<file path="src/design/cst_pkg.sv">
// Package for the char symbol table: request, result and entry types,
// opcode, status and kind codes, sequencer states, letter test.
// No dependencies.
package cst_pkg;

	localparam logic [1:0] OP_INSERT = 2'd0;
	localparam logic [1:0] OP_DELETE = 2'd1;
	localparam logic [1:0] OP_SEARCH = 2'd2;
	localparam logic [1:0] OP_MODIFY = 2'd3;

	localparam logic [1:0] STAT_OK       = 2'd0;
	localparam logic [1:0] STAT_DUP      = 2'd1;
	localparam logic [1:0] STAT_NOTFOUND = 2'd2;
	localparam logic [1:0] STAT_FULL     = 2'd3;

	localparam logic [1:0] KIND_IDENT = 2'd0;
	localparam logic [1:0] KIND_OPER  = 2'd1;
	localparam logic [1:0] KIND_MOD   = 2'd2;

	typedef struct packed {
		logic [1:0] opcode;
		logic [7:0] symbol;
	} req_t;

	typedef struct packed {
		logic [1:0] status;
		logic [1:0] kind;
		logic [5:0] position;
		logic [6:0] entry_count;
	} rsp_t;

	typedef struct packed {
		logic [7:0] key;
		logic [1:0] kind;
	} ent_t;

	typedef enum logic [1:0] {
		S_IDLE,
		S_SCAN,
		S_SHIFT
	} state_t;

	function automatic logic is_letter(input logic [7:0] sym);
		return sym inside {[8'h41:8'h5A], [8'h61:8'h7A]};
	endfunction

endpackage

</file>
<file path="src/design/char_symbol_table.sv">
// Char symbol table top level: sequencer, count register and result register
// around one entry RAM. Depends on cst_pkg and cst_ram.
//
// A request is taken when start is high and busy is low; busy stays high until
// the result appears on result for exactly one cycle with done high. The entry
// RAM is scanned one entry per cycle from index 0 until the symbol matches or
// count entries are read. A delete then moves each later entry down one slot
// through the same RAM port pair, one entry per cycle. The longest request is
// a delete of entry 0 in a full table. Results cannot be held off by the
// receiver. No clearing pass is needed after reset.
module char_symbol_table
	import cst_pkg::*;
#(
	parameter int TABLE_DEPTH = 64
) (
	input  logic clk,
	input  logic arst_n,
	input  logic start,
	output logic busy,
	input  req_t req,
	output logic done,
	output rsp_t result
);

	localparam int AW = (TABLE_DEPTH > 1) ? $clog2(TABLE_DEPTH) : 1;
	localparam int CW = $clog2(TABLE_DEPTH + 1);

	state_t         state_q, state_d;
	logic [1:0]     op_q;
	logic [7:0]     sym_q;
	logic [CW-1:0]  count_q, count_d;
	logic [CW-1:0]  scan_q;
	logic [CW-1:0]  pidx_q;
	logic [CW-1:0]  pidx_m1;
	logic [CW-1:0]  hit_q;
	logic [1:0]     hit_kind_q;
	logic           pend_q;
	logic           done_q;
	rsp_t           result_q, res_d;

	logic           issue, match, scan_end, fin, accept;
	logic           ram_we;
	logic [AW-1:0]  ram_waddr;
	ent_t           ram_wdata, ram_rdata;

	cst_ram #(
		.WIDTH ($bits(ent_t)),
		.DEPTH (TABLE_DEPTH)
	) u_ram (
		.clk   (clk),
		.we    (ram_we),
		.waddr (ram_waddr),
		.wdata (ram_wdata),
		.raddr (scan_q[AW-1:0]),
		.rdata (ram_rdata)
	);

	assign busy     = (state_q != S_IDLE);
	assign accept   = start && !busy;
	assign match    = pend_q && (ram_rdata.key == sym_q);
	assign scan_end = !pend_q && (scan_q == count_q);
	assign issue    = busy && (scan_q != count_q);
	assign pidx_m1  = pidx_q - CW'(1);
	assign done     = done_q;
	assign result   = result_q;

	always_comb begin
		state_d = state_q;
		case (state_q)
			S_IDLE: begin
				if (accept) state_d = S_SCAN;
			end
			S_SCAN: begin
				if (match) begin
					state_d = (op_q == OP_DELETE) ? S_SHIFT : S_IDLE;
				end else if (scan_end) begin
					state_d = S_IDLE;
				end
			end
			S_SHIFT: begin
				if (scan_end) state_d = S_IDLE;
			end
			default: state_d = S_IDLE;
		endcase
	end

	always_comb begin
		ram_we    = 1'b0;
		ram_waddr = '0;
		ram_wdata = '0;
		fin       = 1'b0;
		count_d   = count_q;
		res_d     = '0;
		case (state_q)
			S_SCAN: begin
				if (match) begin
					res_d.kind     = ram_rdata.kind;
					res_d.position = 6'(pidx_q);
					case (op_q)
						OP_INSERT: begin
							fin          = 1'b1;
							res_d.status = STAT_DUP;
						end
						OP_SEARCH: begin
							fin          = 1'b1;
							res_d.status = STAT_OK;
						end
						OP_MODIFY: begin
							fin          = 1'b1;
							res_d.status = STAT_OK;
							res_d.kind   = KIND_MOD;
							ram_we       = 1'b1;
							ram_waddr    = pidx_q[AW-1:0];
							ram_wdata    = '{key: sym_q, kind: KIND_MOD};
						end
						default: ;
					endcase
				end else if (scan_end) begin
					fin = 1'b1;
					if (op_q != OP_INSERT) begin
						res_d.status = STAT_NOTFOUND;
					end else if (count_q == CW'(TABLE_DEPTH)) begin
						res_d.status = STAT_FULL;
					end else begin
						res_d.status   = STAT_OK;
						res_d.kind     = is_letter(sym_q) ? KIND_IDENT : KIND_OPER;
						res_d.position = 6'(count_q);
						ram_we         = 1'b1;
						ram_waddr      = count_q[AW-1:0];
						ram_wdata      = '{key: sym_q, kind: res_d.kind};
						count_d        = count_q + CW'(1);
					end
				end
			end
			S_SHIFT: begin
				if (pend_q) begin
					ram_we    = 1'b1;
					ram_waddr = pidx_m1[AW-1:0];
					ram_wdata = ram_rdata;
				end
				if (scan_end) begin
					fin            = 1'b1;
					res_d.status   = STAT_OK;
					res_d.kind     = hit_kind_q;
					res_d.position = 6'(hit_q);
					count_d        = count_q - CW'(1);
				end
			end
			default: ;
		endcase
		res_d.entry_count = 7'(count_d);
	end

	always_ff @(posedge clk or negedge arst_n) begin
		if (!arst_n) begin
			state_q <= S_IDLE;
			count_q <= '0;
			done_q  <= 1'b0;
			pend_q  <= 1'b0;
			scan_q  <= '0;
		end else begin
			state_q <= state_d;
			count_q <= count_d;
			done_q  <= fin;
			if (accept) begin
				scan_q <= '0;
				pend_q <= 1'b0;
			end else if (state_q == S_SCAN && match && op_q == OP_DELETE) begin
				scan_q <= pidx_q + CW'(1);
				pend_q <= 1'b0;
			end else begin
				pend_q <= issue;
				if (issue) scan_q <= scan_q + CW'(1);
			end
		end
	end

	always_ff @(posedge clk) begin
		if (accept) begin
			op_q  <= req.opcode;
			sym_q <= req.symbol;
		end
		if (issue) pidx_q <= scan_q;
		if (match) begin
			hit_q      <= pidx_q;
			hit_kind_q <= ram_rdata.kind;
		end
		if (fin) result_q <= res_d;
	end

	a_done_idle: assert property (@(posedge clk) disable iff (!arst_n)
		done |-> !busy)
		else $error("result strobe while a transfer is still in progress");

	a_count_max: assert property (@(posedge clk) disable iff (!arst_n)
		count_q <= CW'(TABLE_DEPTH))
		else $error("entry count above table depth");

	a_start_busy: assert property (@(posedge clk) disable iff (!arst_n)
		accept |=> busy)
		else $error("accepted transfer did not raise busy");

	a_full_count: assert property (@(posedge clk) disable iff (!arst_n)
		(done && result.status == STAT_FULL) |-> result.entry_count == 7'(TABLE_DEPTH))
		else $error("table full reported below depth");

endmodule

</file>
<file path="src/design/cst_ram.sv">
// Generic single-write, single-read RAM with registered read data.
// No dependencies.
module cst_ram #(
	parameter int WIDTH = 10,
	parameter int DEPTH = 64,
	localparam int AW = (DEPTH > 1) ? $clog2(DEPTH) : 1
) (
	input  logic             clk,
	input  logic             we,
	input  logic [AW-1:0]    waddr,
	input  logic [WIDTH-1:0] wdata,
	input  logic [AW-1:0]    raddr,
	output logic [WIDTH-1:0] rdata
);

	logic [WIDTH-1:0] mem [DEPTH];

	always_ff @(posedge clk) begin
		if (we) begin
			mem[waddr] <= wdata;
		end
		rdata <= mem[raddr];
	end

endmodule

</file>
<file path="config.mk">
export PLATFORM = sky130hd
export DESIGN_NAME = char_symbol_table
export DESIGN_NICKNAME = d
export VERILOG_FILES = /design/src/design/cst_pkg.sv /design/src/design/char_symbol_table.sv /design/src/design/cst_ram.sv
export SDC_FILE = /design/constraint.sdc
export NUM_CORES = 1
export LEC_CHECK = 0
export BUFFER_PORTS_ARGS = -buffer_cell sky130_fd_sc_hd__buf_2
export CORE_MARGIN = 4
export CORE_UTILIZATION = 29
export CTS_CLUSTER_SIZE = 16
export DETAILED_ROUTE_END_ITERATION = 10
export PLACE_DENSITY_LB_ADDON = 0.3
export SYNTH_ARGS = -nofsm -noshare
export SYNTH_HDL_FRONTEND = slang
export SYNTH_SLANG_ARGS = --single-unit
</file>
<file path="constraint.sdc">
create_clock -name clk -period 5 [get_ports clk]
set_input_delay 1 -clock clk [delete_from_list [all_inputs] [get_ports clk]]
set_output_delay 1 -clock clk [all_outputs]
set_load 0.01 [all_outputs]
</file>
==> summary.txt, run 1 <==
Yosys reg bits: 710
CTS tree: yes
Core Area: 97000 um^2
endpoint class of the critical path: flop
Pleak: 10.2 nW
Crit-path slowest cell: dfrtp_1
Final Critical Period: 4140 ps
DIE AREA: 103000 um^2
num rows: 114
crit-path max FO: 14
Final Max Slew Viols: 0
maxcap violations: 0
CP Class: reg -> reg
die height: 321 um
fraction of layout cells with a size suffix above 1: 32.3%
Max Clk Rate: 242 MHz
Cell Pwr Density: 471 nW/um^2
Clk network pwr share: 36.4%
worst min-delay path category: in -> async
Synth area leaders: edfxtp_1 72%, mux4_2 17%, dfrtp_1 1.6%
CP cell instances: xnor2_1 > nand4_1 > nor4_2 > o21ai_0 > and2_1 > or4_4 > nor3_2
post-cts resize count: 0
Post-synth EDFFs: 682
initial antenna violation count: 4
hold_buf cts: 0
relative slew slack: 20.1%
wire per inst: 24.5 um
nets: 1486
Synth cell types: 72
Routed WL: 68700 um
Diodes inserted: 0
Tightest Pin Transition: 1190 ps
post-route setup TNS: 0 ps
Setup-failing EPs final: 0
sequential share of power: 44.1%
Synth top area share: 71.9%
Final HPWL DP: 42200 um
Area Growth Syn to Fin: 16.7%
worst skew pair latency: 620 ps
Hold Vio Cnt, Final: 0
vias per inst: 4.98
Post-Syn Area: 28500 um^2
Post-synth ARST share: 2.54%
Post-synth top flop: edfxtp_1
buffers and inverters on the worst path: 0
H-tree depth: 3
Initial Util: 29.3%
initial DRC count: 1399
worst hold margin: 355 ps
largest stage delay on the critical path: 760 ps
Clock Path Buffers: 3
Setup Buffers After CTS: 0
Ports: 32
DRT Pass-1 Iters: 5
total CTS buffers: 77
# fillers: 9079
most frequent cells in the layout: 682 x edfxtp_1, 210 x mux4_2, 83 x clkbuf_16
register area share after synthesis: 74.2%
cell taking the most area after synthesis: edfxtp_1
Crit path max-delay family: simple AND/OR/NAND/NOR gates
via count: 14.0k
CTS Root Cell: clkbuf_16
RSZ-0062 raised after global routing: false
Die Wd: 321 um
Worst-path clk slew: 60 ps
vias in the first global route: 14.3k
Synth Warn #: 0
GPL Wtd Cong: 0.833
critical path startpoint category: flop
first-pass GRT wire length: 101000 um
average size of a mapped cell: 21.1 um^2
critical path required time: 5240 ps
CP arrival: 4370 ps
Peak VDD IR: 236 uV
switching share of total power: 26.6%
total gr overflow: 0
most common cell after layout, fill and taps aside: edfxtp_1
Int Power: 11.5 mW
largest net degree at the start of global routing: 132
Synth Instances: 1346
# DRC: 0
status: finished, final reports clean
PortBufs: 31
CTS sink cnt: 710
Sw Pwr: 4.16 mW
Logic pwr share: 19.5%
final period utilization: 82.8%
Detail Route Antenna Nets: 0
Synth Net Count: 1368
Total GRT Usage: 13.3%
worst clock skew: 20.9 ps
[power by group through the flow]
stage                     clock [mW]  sequential [mW]  combinational [mW]
final                           5.69             6.90                3.05
after global routing            6.09             6.92                3.25
after CTS                       5.83             6.90                3.11
after detailed placement           0             7.02                3.10
after global placement             0             7.02                3.09
after floorplan                    0             6.95                2.14
[logic make-up after synthesis]
family	synth area share [%]
muxes	16.8
and+or+nand+nor	4.11
xor gates and xnor gates	0.967
AOI/OAI and AO/OA	2.17
buffers and inverters	1.36
adders and majority gates	0.396
DFF	74.2
[flip-flops by register name, summed over array words and instances (netlist names)]
signal,count
u_ram.mem,640
result,17
done,1
count_q,7
pidx_q,7
u_ram.rdata,10
hit_q,6
sym_q,8
state_q,2
pend_q,1
scan_q,7
op_q,2
hit_kind_q,2
[metrics by stage]
stage	cells	cell area (um^2)	total power [mW]	util, %	setup slack, ps
3_5_place_dp	2661	30600	10.1	31.6	952
2_1_floorplan	1346	28500	9.10	-	1040
3_3_place_gp	2661	30600	10.1	31.6	1070
6_report	2800	33200	15.6	34.2	862
5_1_grt	2800	33200	16.3	34.2	682
4_1_cts	2800	33200	15.8	34.2	916
[worst paths after layout]
path                           startpoint          endpoint  slack [ps]  depth (start not counted)
setup / recovery                scan_q[5]  u_ram.mem[15][0]         860                          7
hold / removal                     arst_n         scan_q[5]         360                          1
setup reg to reg                scan_q[5]  u_ram.mem[15][0]         860                          7
hold reg to reg            u_ram.rdata[1]     hit_kind_q[1]         540                          0
max in group asynchronous          arst_n         scan_q[1]        4260                          1
min in group clk           u_ram.rdata[1]     hit_kind_q[1]         540                          0
[cells in the mapped netlist (all sizes together) (11+ instances only)]
cell type / instances
a21oi: 15
a22o: 14
buf: 36
clkbuf: 39
dfrtp: 18
edfxtp: 682
inv: 11
mux4: 210
nand2: 31
nand3: 28
nor2: 59
nor3: 30
nor4: 18
xnor2: 21
[per-layer routing]
metal	wire length (um)	part of all wire, %	up-vias	global-route usage [%]
met3	3890	5.7	109	2.55
met1	29600	43	7486	18.3
met2	33200	48	441	21.4
li1	-	-	5914	-
met5	0	0	-	0
met4	1970	2.9	0	4.20
[cell type report]
class | instances | area (um^2) | share of cell area, %
clock buffer | 99 | 2160 | 6.50
clock inverter | 40 | 403 | 1.21
inverter | 12 | 45.0 | 0.136
multi-input combinational | 549 | 7050 | 21.2
sequential | 710 | 21100 | 63.7
tap | 1276 | 1600 | 4.81
timing repair buffer | 114 | 816 | 2.46
(Power assumes the default switching activity.)
==> inputs of run 2 (changes only) <==
--- a/config.mk
+++ b/config.mk
@@ -5,6 +5,7 @@
 export SDC_FILE = /design/constraint.sdc
 export NUM_CORES = 1
 export LEC_CHECK = 0
+export ABC_AREA = 1
 export BUFFER_PORTS_ARGS = -buffer_cell sky130_fd_sc_hd__buf_2
 export CORE_MARGIN = 4
 export CORE_UTILIZATION = 29
==> constraint.sdc (replaced) <==
create_clock -name clk -period 3.9 [get_ports clk]
set_input_delay 0.78 -clock clk [delete_from_list [all_inputs] [get_ports clk]]
set_output_delay 0.78 -clock clk [all_outputs]
set_load 0.01 [all_outputs]
==> summary.txt, run 2 <==
status: finished, final reports clean
Area Growth Syn to Fin: 16.4%
RSZ-0062 raised after global routing: false
xor/xnor share of the synthesized area: 0.329% (-0.64 points)
Cell Pwr Density: 614 nW/um^2 (+30%)
Reg2Reg Depth: 9 (+2)
vias in the first global route: 19.5k (+37%)
Synth Warn #: 0 (unchanged)
Ports: 32 (unchanged)
worst min-delay path category: in -> async
Core Area: 100000 um^2 (+3.3%)
Post-DP Area: 31800 um^2 (+3.6%)
H-tree depth: 3 (unchanged)
# DRC: 0 (unchanged)
Setup-failing EPs final: 0 (unchanged)
hold_buf cts: 0 (unchanged)
Clock Path Buffers: 3 (unchanged)
CP Class: reg -> reg
mux cell area share after synthesis: 0% (-17 points)
Initial Util: 29.3% (-0.088 points)
Total GRT Usage: 15.6% (+2.3 points)
Max Clk Rate: 282 MHz (+17%)
Post-Syn Area: 29300 um^2 (+2.9%)
Routed WL: 85500 um (+25%)
placed instance count: 3699 (+39%)
Clk network pwr share: 32.9% (-3.5 points)
Tightest Pin Transition: 1080 ps (-110 ps)
most frequent cells in the layout: 682 x edfxtp_1, 489 x nor2_1, 418 x o21ai_0
register area share after synthesis: 72.1% (-2.1 points)
DRT Pass-1 Iters: 6 (+1)
cell taking the most area after synthesis: edfxtp_1
fin area: 34100 um^2 (+2.7%)
worst clock skew: 20.7 ps (-0.212 ps)
Synth area leaders: edfxtp_1 70%, o21ai_0 7.3%, nor2_1 6.3%
sequential share of power: 41.6% (-2.5 points)
fin cells: 3835 (+37%)
simple-gate share of the synthesized area: 10.7% (+6.6 points)
num rows: 116 (+1.8%)
initial antenna violation count: 2 (-2)
average size of a mapped cell: 12.2 um^2 (-42%)
top post-synthesis cells by count: 682 x edfxtp_1, 489 x nor2_1, 426 x o21ai_0
final period utilization: 90.9% (+8.2 points)
crit-path max FO: 150 (+136)
multi-input logic area: 7390 um^2 (+4.8%)
via count: 20.0k (+43%)
total CTS buffers: 77 (unchanged)
Sw Pwr: 7.14 mW (+72%)
fraction of layout cells with a size suffix above 1: 13.2% (-19 points)
Most flops, register: u_ram.mem
largest net degree at the start of global routing: 151 (+14%)
cell with the most instances after synthesis: edfxtp_1
endpoint class of the critical path: flop
maxcap violations: 0 (unchanged)
Post-synth ARST share: 2.54% (unchanged)
Hold Vio Cnt, Final: 0 (unchanged)
CTS Root Cell: clkbuf_16
Final Util: 34.1% (-0.17 points)
Post-synth top flop: edfxtp_1
# fillers: 9755 (+7.4%)
Yosys reg bits: 710 (unchanged)
die height: 326 um (+1.4%)
max reg flops: 640 (unchanged)
critical path required time: 4360 ps (-880 ps)
Synth top area share: 69.9% (-2.1 points)
critical path startpoint category: flop
Post-Synth Adder-Cell Area: 0.384% (-0.011 points)
Die Wd: 326 um (+1.4%)
nets: 2502 (+68%)
post-layout power: 20.9 mW (+34%)
setup slack after layout: 354 ps (-508 ps)
CP arrival: 4010 ps (-360 ps)
Post-synth EDFFs: 682 (unchanged)
CTS sink cnt: 710 (unchanged)
worst skew pair latency: 620 ps (about the same)
relative slew slack: 27.8% (+7.8 points)
Synth cell types: 45 (-38%)
first-pass GRT wire length: 127000 um (+27%)
Storage cell area: 21100 um^2 (about the same)
Final Critical Period: 3550 ps (-592 ps)
switching share of total power: 34.1% (+7.5 points)
wire per inst: 22.3 um (-9.1%)
Pleak: 10.2 nW (-0.46%)
CTS tree: yes
Int Power: 13.8 mW (+20%)
total gr overflow: 0 (unchanged)
Worst-path clk slew: 60 ps (about the same)
largest family of logic cells by synthesized area: compound AO/OA/AOI/OAI gates
DIE AREA: 106000 um^2 (+2.9%)
Setup Buffers After CTS: 0 (unchanged)
post-cts resize count: 0 (unchanged)
Final Max Slew Viols: 0 (unchanged)
GPL Wtd Cong: 0.874 (+4.9%)
Synth Net Count: 2416 (+77%)
initial DRC count: 2408 (+72%)
PortBufs: 31 (unchanged)
Logic pwr share: 25.5% (+6.0 points)
Synth Instances: 2394 (+78%)
Peak VDD IR: 351 uV (+49%)
vias per inst: 5.21 (+4.6%)
Detail Route Antenna Nets: 0 (unchanged)
Synth Area in Compound Gates: 13.4% (+11 points)
most common cell after layout, fill and taps aside: edfxtp_1
Final HPWL DP: 50900 um (+21%)
pre-CTS WS: 438 ps (-514 ps)
-- run 2: cells by family (layout without fill, tap and decap cells) --
logic type,after synthesis,in the layout
AOI/OAI and AO/OA,695,695
other,0,1
xor gates and xnor gates,11,11
DFF,710,710
buffers and inverters,224,366
adders and majority gates,9,9
and+or+nand+nor,745,745
-- run 2: path summary, 6_finish.rpt --
| check | startpoint | endpoint | slack (ps) |
|---|---|---|---|
| max | scan_q[0] | u_ram.rdata[3] | 350 |
| min | arst_n | done | 120 |
| max reg2reg | scan_q[0] | u_ram.rdata[3] | 350 |
| min reg2reg | u_ram.rdata[1] | hit_kind_q[1] | 530 |
| max in group asynchronous | arst_n | scan_q[0] | 3420 |
| min in group clk | req[5] | sym_q[5] | 340 |
-- run 2: power groups by stage --
stage,combinational (mW),sequential (mW),clock (mW)
after global placement,5.28,8.86,0
after floorplan,3.25,8.79,0
after global routing,5.82,8.73,7.34
after detailed placement,5.30,8.87,0
after CTS,5.32,8.71,7.03
final,5.34,8.71,6.89
-- run 2: metrics by stage --
stage               hold WS [ps]  setup TNS (ps)
finish                       117               0
CTS                         97.7               0
detailed placement           511               0
global route                 132               0
floorplan                    420         -285210
global placement             507               0
-- run 2: per-layer routing --
layer  vias up  wire [um]  GRT usage (%)
met5         -          0              0
met4         0       1950           4.06
met3       134       7070           2.76
met2       847      38900           24.2
met1     10000      37600           22.8
li1       8987          -              -
-- run 2: area by class of cell --
type / instances / area share (%)
Inverter: 74 / 0.851
Antenna cell: 1 / 0.00734
Sequential cell: 710 / 62.0
Tap cell: 1298 / 4.76
Timing Repair Buffer: 157 / 3.85
Clock buffer: 90 / 5.92
Clock inverter: 45 / 0.979
Multi-Input combinational cell: 1460 / 21.7
-- run 2: worst max-delay path, stage by stage (launching register included) --
cell	delay, ps
dfrtp_4	430
buf_12	390
inv_8	400
buf_4	420
nor2_1	120
o22ai_1	90
o211ai_1	380
o21ai_0	360
o211ai_1	310
nand2_1	150
==> inputs of run 3 (changes only) <==
--- a/config.mk
+++ b/config.mk
@@ -5,7 +5,7 @@
 export SDC_FILE = /design/constraint.sdc
 export NUM_CORES = 1
 export LEC_CHECK = 0
-export ABC_AREA = 1
+export ABC_AREA = 0
 export BUFFER_PORTS_ARGS = -buffer_cell sky130_fd_sc_hd__buf_2
 export CORE_MARGIN = 4
 export CORE_UTILIZATION = 29
==> summary.txt, run 3 (synthesis results as in run 1) <==
wire per inst: 24.9 um (+12%)
Top Metal Used: met4
Area Growth Syn to Fin: 17.5%
most common cell after layout, fill and taps aside: edfxtp_1
CTS tree: yes
Setup-failing EPs final: 0 (unchanged)
post-route setup TNS: 0 ps (unchanged)
via count: 14.0k (-30%)
Peak VDD IR: 441 uV (+25%)
Initial Util: 29.3% (+0.088 points)
vias per inst: 4.94 (-5.3%)
RSZ-0062 raised after global routing: false
fin cells: 2835 (-26%)
Most flops, register: u_ram.mem
Sw Pwr: 5.36 mW (-25%)
Worst-path clk slew: 60 ps (about the same)
initial antenna violation count: 1 (-1)
Detail Route Antenna Nets: 0 (unchanged)
first-pass GRT wire length: 104000 um (-18%)
buffers and inverters on the worst path: 2 (-1)
Crit-path slowest cell: o2bb2ai_1
met1 WL: 31000 um (-18%)
DIE AREA: 103000 um^2 (-2.8%)
Hold Vio Cnt, Final: 0 (unchanged)
CP cell instances: xnor2_1 > nand3_1 > nor4_4 > buf_4 > a22o_1 > o2bb2ai_1 > nand2b_1 > nor4_2 > buf_4
Total GRT Usage: 13.7% (-2.0 points)
max reg flops: 640 (unchanged)
hold_buf cts: 0 (unchanged)
sequential share of power: 44.4% (+2.8 points)
Final Critical Period: 3540 ps (-6.68 ps)
worst skew pair latency: 610 ps (about the same)
# DRC: 0 (unchanged)
GPL Wtd Cong: 0.848 (-3.0%)
Clk network pwr share: 35.1% (+2.2 points)
worst min-delay path category: in -> async
met3 WL: 3480 um (-51%)
total gr overflow: 0 (unchanged)
PortBufs: 31 (unchanged)
RR Startpoint: sym_q[3]
post-cts resize count: 0 (unchanged)
WL met2: 34700 um (-11%)
switching share of total power: 27.0% (-7.1 points)
critical path required time: 4210 ps (-150 ps)
H-tree depth: 3 (unchanged)
CTS Root Cell: clkbuf_16
CP arrival: 3850 ps (-160 ps)
Die Wd: 321 um (-1.4%)
Cell Pwr Density: 594 nW/um^2 (-3.2%)
Int Power: 14.5 mW (+5.2%)
total CTS buffers: 76 (-1.3%)
worst clock skew: 15.1 ps (-5.64 ps)
Clock Path Buffers: 3 (unchanged)
# fillers: 9009 (-7.6%)
largest stage delay on the critical path: 480 ps (+50 ps)
die height: 321 um (-1.4%)
Logic pwr share: 20.5% (-5.0 points)
most frequent cells in the layout: 682 x edfxtp_1, 210 x mux4_2, 112 x buf_4
placed instance count: 2701 (-27%)
final period utilization: 90.8% (-0.17 points)
initial DRC count: 1536 (-36%)
endpoint class of the critical path: flop
Final HPWL DP: 43900 um (-14%)
crit-path max FO: 25 (-83%)
Routed WL: 70500 um (-18%)
Setup Buffers After CTS: 0 (unchanged)
Ports: 32 (unchanged)
largest net degree at the start of global routing: 123 (-19%)
CTS sink cnt: 710 (unchanged)
status: finished, final reports clean
fraction of layout cells with a size suffix above 1: 33.3% (+20 points)
DRT Pass-1 Iters: 5 (-1)
multi-input logic area: 7050 um^2 (-4.6%)
relative slew slack: 31.5% (+3.7 points)
Final Max Slew Viols: 0 (unchanged)
Most common cell on crit path: buf_4
CP Class: reg -> reg
Setup crit start: sym_q[3]
Max Clk Rate: 283 MHz (+0.19%)
Diodes inserted: 0 (-1)
Tightest Pin Transition: 1030 ps (-51.2 ps)
num rows: 114 (-1.7%)
Storage cell area: 21100 um^2 (about the same)
Crit path max-delay family: simple AND/OR/NAND/NOR gates
maxcap violations: 0 (unchanged)
nets: 1525 (-39%)
Pleak: 10.4 nW (+2.0%)
vias in the first global route: 14.6k (-25%)
critical path startpoint category: flop
Core Area: 97000 um^2 (-3.1%)
run 3: cell count changes in the layout (fill, tap and decap cells not counted), moves of 27 or more:
cell	delta
o22ai_1	-169
o211ai_1	-29
o21ai_0	-409
nor2_1	-435
mux4_2	+210
nand3_1	-27
nand2_1	-104
inv_1	-53
run 3: worst paths after layout:
kind	end	slack [ps]	depth (start not counted)
worst max-delay path	u_ram.mem[43][2]	360	9
worst min-delay path	count_q[5]	120	1
worst max register to register	u_ram.mem[43][2]	360	9
worst min register to register	hit_kind_q[0]	540	0
max in group asynchronous	scan_q[1]	3410	1
min in group clk	sym_q[1]	350	1
run 3: layer usage:
layer / GRT usage, % / up-vias
met4: 3.11 / 0
met3: 2.39 / 90
met2: 22.8 / 422
met1: 18.8 / 7511
met5: 0 / -
li1: - / 5976
run 3: per-stage QoR:
step	power [mW]	hold slack, ps	cell area [um^2]	setup slack (ps)	utilization (%)
3_3_place_gp	13.1	513	31000	393	32.0
6_report	19.9	124	33500	361	34.5
5_1_grt	20.7	130	33500	132	34.5
3_5_place_dp	13.1	502	31000	403	32.0
4_1_cts	20.1	102	33500	390	34.5
2_1_floorplan	11.7	420	28500	256	-
run 3: area by class of cell:
cell class	count	share of cell area (%)
Tap cell	1276	4.77
Timing Repair Buffer	154	3.64
Clock buffer	95	6.09
Multi-Input combinational cell	549	21.1
Inverter	12	0.135
Clock inverter	39	1.09
Sequential cell	710	63.2
run 3: power by group through the flow:
stage	registers, mW	clock network [mW]	logic (mW)
after floorplan	8.92	0	2.75
after global placement	8.97	0	4.16
after detailed placement	8.98	0	4.16
after CTS	8.82	7.15	4.17
after global routing	8.84	7.51	4.36
final	8.83	6.97	4.08
